==> src/sv/trl_pkg.sv <==
// package for the three-anchor planar trilateration unit
// shared constants, width helpers and the control struct; no dependencies
package trl_pkg;

   localparam int COORD_BITS_DEF = 20;
   localparam int RANGE_BITS     = 20;
   localparam int DZ_BITS        = 21;
   localparam int RHO_BITS       = 2 * DZ_BITS;
   localparam int SPLIT_BITS     = 32;

   typedef struct packed {
      logic valid;
      logic neg_x;
      logic neg_y;
      logic singular;
   } ctl_type;

   function automatic int e_bits(input int c);
      return ((RHO_BITS > 2 * c + 1) ? RHO_BITS : 2 * c + 1) + 1;
   endfunction

   function automatic int b_bits(input int c);
      return e_bits(c) + 1;
   endfunction

   function automatic int n_bits(input int c);
      return b_bits(c) + c + 2;
   endfunction

endpackage

==> src/sv/trl_div.sv <==
// pipelined restoring divider, one quotient bit per stage, with overflow flag
// depends on trl_pkg
module trl_div #(
   parameter int COORD_BITS = trl_pkg::COORD_BITS_DEF
) (
   input  logic                                 clock,
   input  logic [trl_pkg::n_bits(COORD_BITS):0] num,
   input  logic [2*COORD_BITS+3:0]              den,
   output logic [COORD_BITS:0]                  quo,
   output logic                                 ovf
);

   localparam int C  = COORD_BITS;
   localparam int QW = C + 1;
   localparam int XW = trl_pkg::n_bits(C) + 1;
   localparam int DW = 2 * C + 4;

   logic [XW-1:0] rem_in [QW+1];
   logic [XW-1:0] rem_ff [QW+1];
   logic [DW-1:0] den_ff [QW+1];
   logic [QW-1:0] q_in   [QW+1];
   logic [QW-1:0] q_ff   [QW+1];
   logic          ovf_in [QW+1];
   logic          ovf_ff [QW+1];

   assign rem_in[0] = num;
   assign q_in[0]   = '0;
   assign ovf_in[0] = (num >= (XW'(den) << QW));

   always_ff @(posedge clock) begin
      rem_ff[0] <= rem_in[0];
      den_ff[0] <= den;
      q_ff[0]   <= q_in[0];
      ovf_ff[0] <= ovf_in[0];
   end

   for (genvar s = 1; s <= QW; s++) begin : g_stage
      logic [XW-1:0] sh;
      logic          ge;
      assign sh = XW'(den_ff[s-1]) << (QW - s);
      assign ge = (rem_ff[s-1] >= sh);
      assign rem_in[s] = ge ? rem_ff[s-1] - sh : rem_ff[s-1];
      assign q_in[s]   = q_ff[s-1] | (QW'(ge) << (QW - s));
      assign ovf_in[s] = ovf_ff[s-1];
      always_ff @(posedge clock) begin
         rem_ff[s] <= rem_in[s];
         den_ff[s] <= den_ff[s-1];
         q_ff[s]   <= q_in[s];
         ovf_ff[s] <= ovf_in[s];
      end
   end

   assign quo = q_ff[QW];
   assign ovf = ovf_ff[QW];

endmodule

==> config.mk <==
export PLATFORM = sky130hd
export DESIGN_NAME = trl_div
export DESIGN_NICKNAME = d
export VERILOG_FILES = /design/src/sv/trl_pkg.sv /design/src/sv/trl_div.sv
export SDC_FILE = /design/constraint.sdc
export NUM_CORES = 2
export LEC_CHECK = 0
export BUFFER_PORTS_ARGS = -buffer_cell sky130_fd_sc_hd__buf_2
export CAP_MARGIN = 20
export CORE_MARGIN = 2
export CORE_UTILIZATION = 50
export CTS_CLUSTER_DIAMETER = 100
export DETAILED_ROUTE_END_ITERATION = 12
export PLACE_DENSITY = 0.65
export RECOVER_POWER = 100
export SLEW_MARGIN = 30
export SYNTH_ARGS = -nofsm -noshare
export SYNTH_HDL_FRONTEND = slang
export SYNTH_SLANG_ARGS = --single-unit
==> constraint.sdc <==
create_clock -name clock -period 5.7 [get_ports clock]
set_input_delay 0.57 -clock clock [delete_from_list [all_inputs] [get_ports clock]]
set_output_delay 0.57 -clock clock [all_outputs]
set_load 0.1 [all_outputs]
# [Word-level counts from Yosys, hierarchy flattened]
# Memory sizes are Yosys's and may differ from the RTL's.
# Index checks and enable logic that the tools add are counted.
[totals] ff_bits=0 latchBits=0 ram_bits=2926 romBits=0 input_bits=112 out_inout_bits=22 elab_cells=89 mem_count=4
[memory_table] memory="rem_ff" depth=22 word_bits=67 rd=21 rd_ports_with_merged_regs=0 write_ports=22 line="trl_div.sv:19" source="logic [XW-1:0] rem_ff [QW+1];"
[memory_table] memory="den_ff" depth=22 word_bits=44 rd=21 rd_ports_with_merged_regs=0 write_ports=22 line="trl_div.sv:20" source="logic [DW-1:0] den_ff [QW+1];"
[memory_table] memory="q_ff" depth=22 word_bits=21 rd=22 rd_ports_with_merged_regs=0 write_ports=22 line="trl_div.sv:22" source="logic [QW-1:0] q_ff [QW+1];"
[memory_table] memory="ovf_ff" depth=22 word_bits=1 rd=22 rd_ports_with_merged_regs=0 write_ports=22 line="trl_div.sv:24" source="logic ovf_ff [QW+1];"
[op_classes] add_sub_neg=21 multipliers=0 n_div=0 magnitude_cmp=22 n_eq_ne=0 shift=0 mux=21 n_bitwise=21 reduce_logical=0
[ops] operator="2-to-1 mux 67 bit" count=21
[ops] operator=">= comparator 67 x 44 -> 1 bit" count=1
[ops] operator=">= comparator 67 x 45 -> 1 bit" count=1
[ops] operator=">= comparator 67 x 46 -> 1 bit" count=1
[ops] operator=">= comparator 67 x 47 -> 1 bit" count=1
[ops] operator=">= comparator 67 x 48 -> 1 bit" count=1
[ops] operator=">= comparator 67 x 49 -> 1 bit" count=1
[ops] operator=">= comparator 67 x 50 -> 1 bit" count=1
[ops] operator=">= comparator 67 x 51 -> 1 bit" count=1
[ops] operator=">= comparator 67 x 52 -> 1 bit" count=1
[ops] operator=">= comparator 67 x 53 -> 1 bit" count=1
[ops] operator=">= comparator 67 x 54 -> 1 bit" count=1
[ops] operator=">= comparator 67 x 55 -> 1 bit" count=1
[ops] operator=">= comparator 67 x 56 -> 1 bit" count=1
[ops] operator=">= comparator 67 x 57 -> 1 bit" count=1
[ops] operator=">= comparator 67 x 58 -> 1 bit" count=1
[ops] operator=">= comparator 67 x 59 -> 1 bit" count=1
[ops] operator=">= comparator 67 x 60 -> 1 bit" count=1
[ops] operator=">= comparator 67 x 61 -> 1 bit" count=1
[ops] operator=">= comparator 67 x 62 -> 1 bit" count=1
[ops] operator=">= comparator 67 x 63 -> 1 bit" count=1
[ops] operator=">= comparator 67 x 64 -> 1 bit" count=1
[ops] operator=">= comparator 67 x 65 -> 1 bit" count=1
[ops] operator="subtractor 67 x 44 -> 67 bit" count=1
[ops] operator="41 further kinds" count=41

# [Depth between registers and ports, before layout]
# An unclocked memory read counts as a cell.
[logic_depth] ltp_word=3 ltp_mapped=17 mapped_depth_nobuf=15

# [Worst setup path before layout]
# No wires, ideal clock.
[synth_timing] path_kind="reg-to-reg" from="memory rem_ff[2][4] (netlist bit)" to="memory rem_ff[2][127] (netlist bit)" t_arrival_ns=3.918 path_slack_ns=1.710 stages_incl_launch_ff=16 n_path_buf=0 synth_period_minus_slack_ns=3.990 path_cell_list="dfxtp_1 > inv_1 > ha_1 > inv_1 > fa_1 > a211oi_1 > o21bai_1 > o41a_1 > a211oi_1 > o21ai_0 > a31oi_1 > nand2b_1 > or4b_2 > nor3_2 > nor3b_1 > xor2_1"
[synth_lines] item="start, declared" line="trl_div.sv:19"

==> impl_metrics.ini <==
[yosys]
synth_fp_nets = 15000
ys_seq_area_share_pct = 42.4
synth.area.top_cells = dfxtp_1 (42%), ha_1 (9.9%), a21oi_1 (5.4%)
synthArstFlopShare_pct = 0
synth_edf_count = 0
yosys.area.top_type_share_pct = 42.4
ys.flop_type = dfxtp_1
avgSynthCellArea_um2 = 8.78
synth_area_um2 = 122000
yosysTopAreaCell = dfxtp_1
synth_common_cells = dfxtp_1 (2,584), a21oi_1 (1,322), inv_1 (1,232)
syn_inst = 13900
synth.distinct_cells = 89
ys_warn_count = 0
synthMostInstantiatedCell = dfxtp_1
ys_ff_latch = 2584

[timing]
setup_viol = 0
maxSlewHeadroom_pct = -14.9
fin_worst_skew_ns = 0.0709
period_minus_slack_ns = 5.38
max_freq_mhz = 186
grt_setup_unrepaired = no
hold_viol_final = 0
tightestPinTransition_ns = 1.72
fin_crit_sh_pct = 94.4
finalMaxSlewViolations = 233
totalNegativeSetupSlack_ns = 0

[global_route]
grt_start_max_net_pins = 88
grt_pass1_vias = 96300
grtUsageTotal_pct = 25.3
grt-ovfl-total = 0
grt_pass1_wl_um = 503000
antenna_found_initial = 7

[cts]
cts.sinks = 2584
cts.htree.levels = 5
cts-root-buf = clkbuf_16
cts-buffers-inserted = 299
cts_tree = done
cts_max_path_buffers = 4
clk_pin_slew_ns = 0.06
postCtsSetupRepairBufs = 0
clk_latency_ns = 0.94
ctsResizeCount = 0

[critical_path]
critPathMostFrequentCell = or4_1
path_buf_inv = 2
critPathKind = reg2reg
cp.required_ns = 6.47
cp.arrival_ns = 6.15
cp-end-kind = flip-flop
cp_max_fo = 77
path_delay_family = simple AND/OR/NAND/NOR gates
cp_cell_sequence = or4_1 -> or3_1 -> or4_1 -> or4_1 -> or3_1 -> or4_1 -> a31oi_1 -> inv_2 -> buf_4 -> mux2_1
cpMaxStageDelayCell = a31oi_1
critPathLaunchType = flip-flop
max_stage_delay_ns = 1.23

[status]
status = complete, but fails checks
violations = max-capacitance violations, max-slew violations

[finish]
drive_gt1_share_pct = 5.38
final_core_util_pct = 56.0
layout.nets = 15100
areaGrowthSynthToFinish_pct = 11.6

[floorplanning]
die_area_um2 = 248000
die_h_um = 498
placementRows = 181
die-width_um = 498
coreArea_um2 = 243000
start_util_pct = 50.2
ios = 134

[placement]
place_congestion = 0.982
dpl.hpwl_um = 257000
io_buffers = 133

[route]
vias = 94800
wire_per_inst_um = 18.5
post-route-drc-count = 0
drtAntennaViolNets = 0
viasPerCell = 5.44
drt_first_pass_iters = 9
drt_wl_total_um = 323000
drtIter0Drc = 4553

[power_and_ir_drop]
ir_drop_mv = 0.280
p_leak_uw = 0.0607
p_per_area_nw_per_um2 = 609

[hold_path]
hold_class = in2reg

[flow_run]
cap_violations = 4
-- cells by family after synthesis --
family          share of synthesized area, %
compound gates                          19.0
xor+xnor                                7.49
fa+ha+maj                               10.3
buf+inv                                 5.48
flops                                   42.4
mux                                     1.06
simple gates                            14.2
-- final timing paths --
| kind | end | from | cells past startpoint | slack, ns |
|---|---|---|---|---|
| setup reg to reg | rem_ff[2][288]$_DFF_P_ | rem_ff[2][255]$_DFF_P_ | 10 | 0.32 |
| setup / recovery | rem_ff[2][288]$_DFF_P_ | rem_ff[2][255]$_DFF_P_ | 10 | 0.32 |
| hold / removal | rem_ff[0][8]$_DFF_P_ | num[8] | 2 | 0.28 |
| hold reg to reg | q_ff[2][90]$_DFF_P_ | q_ff[2][69]$_DFF_P_ | 0 | 0.31 |
-- layout make-up --
cell class	count	area [um2]
clock inverter	95	1240
clock buffer	409	8510
tap	3202	4010
inverter	1235	4640
timing repair buffer	339	2310
fill	22300	107000
antenna	9	22.5
multi-input combinational	9547	63500
sequential	2584	51700
-- stage by stage --
stage | total power, uW | hold WS (ns) | area, um2 | std cells | worst slack, ns
2_1_floorplan | 54300 | 0.310 | 122000 | 13900 | 1.71
3_3_place_gp | 63800 | 0.310 | 126000 | 16800 | 0.611
3_5_place_dp | 63900 | 0.312 | 126000 | 16800 | 0.595
4_1_cts | 83100 | 0.218 | 136000 | 17400 | 0.536
5_1_grt | 88600 | 0.252 | 136000 | 17400 | 0.208
6_report | 82800 | 0.276 | 136000 | 17400 | 0.319
-- registers in the layout, summed over array words and instances (netlist names) --
register / count
rem_ff: 1407
den_ff: 924
q_ff: 231
ovf_ff: 22
-- power breakdown --
part           switching (uW)  internal (uW)  total (uW)
combinational           21700          15800       37500
clock                    7290          11600       18900
sequential               3280          23200       26500
total                   32300          50500       82800
-- routing by layer --
layer	vias to the layer above	track usage (%)	share of wire (%)
met3	1059	2.55	2.5
met2	2170	50.2	53
met5	-	0	0
met1	43000	23.2	35
met4	0	19.7	9.2
li1	48600	-	-
-- timing repair --
item / CTS / global route
hold buffers: 111 / 0
setup endpoints to repair: 0 / 0
endpoints found under the hold margin: 112 / 0
-- placed cells by master, fill, tap and decap left out, types with 43 or more instances in the layout --
cell / count
a211oi_1: 82
a21o_1: 549
a21oi_1: 1322
a31oi_1: 111
and2_1: 56
and3_1: 89
buf_4: 49
clkbuf_1: 180
clkbuf_16: 303
clkbuf_8: 53
clkinv_2: 43
dfxtp_1: 2584
dlygate4sd3_1: 111
ha_1: 968
inv_1: 1232
mux2_2: 95
nand2_1: 1096
nand2b_1: 123
nand3_1: 229
nand4_1: 285
nor2_1: 889
nor2b_1: 132
nor3_1: 214
nor4_1: 148
o211ai_1: 71
o21a_1: 105
o21ai_0: 990
o21bai_1: 156
o31ai_1: 61
or2_2: 48
or3_1: 78
or4_1: 55
xnor2_1: 572
xor2_1: 470
No activity file was read; power rests on OpenSTA's default activity.
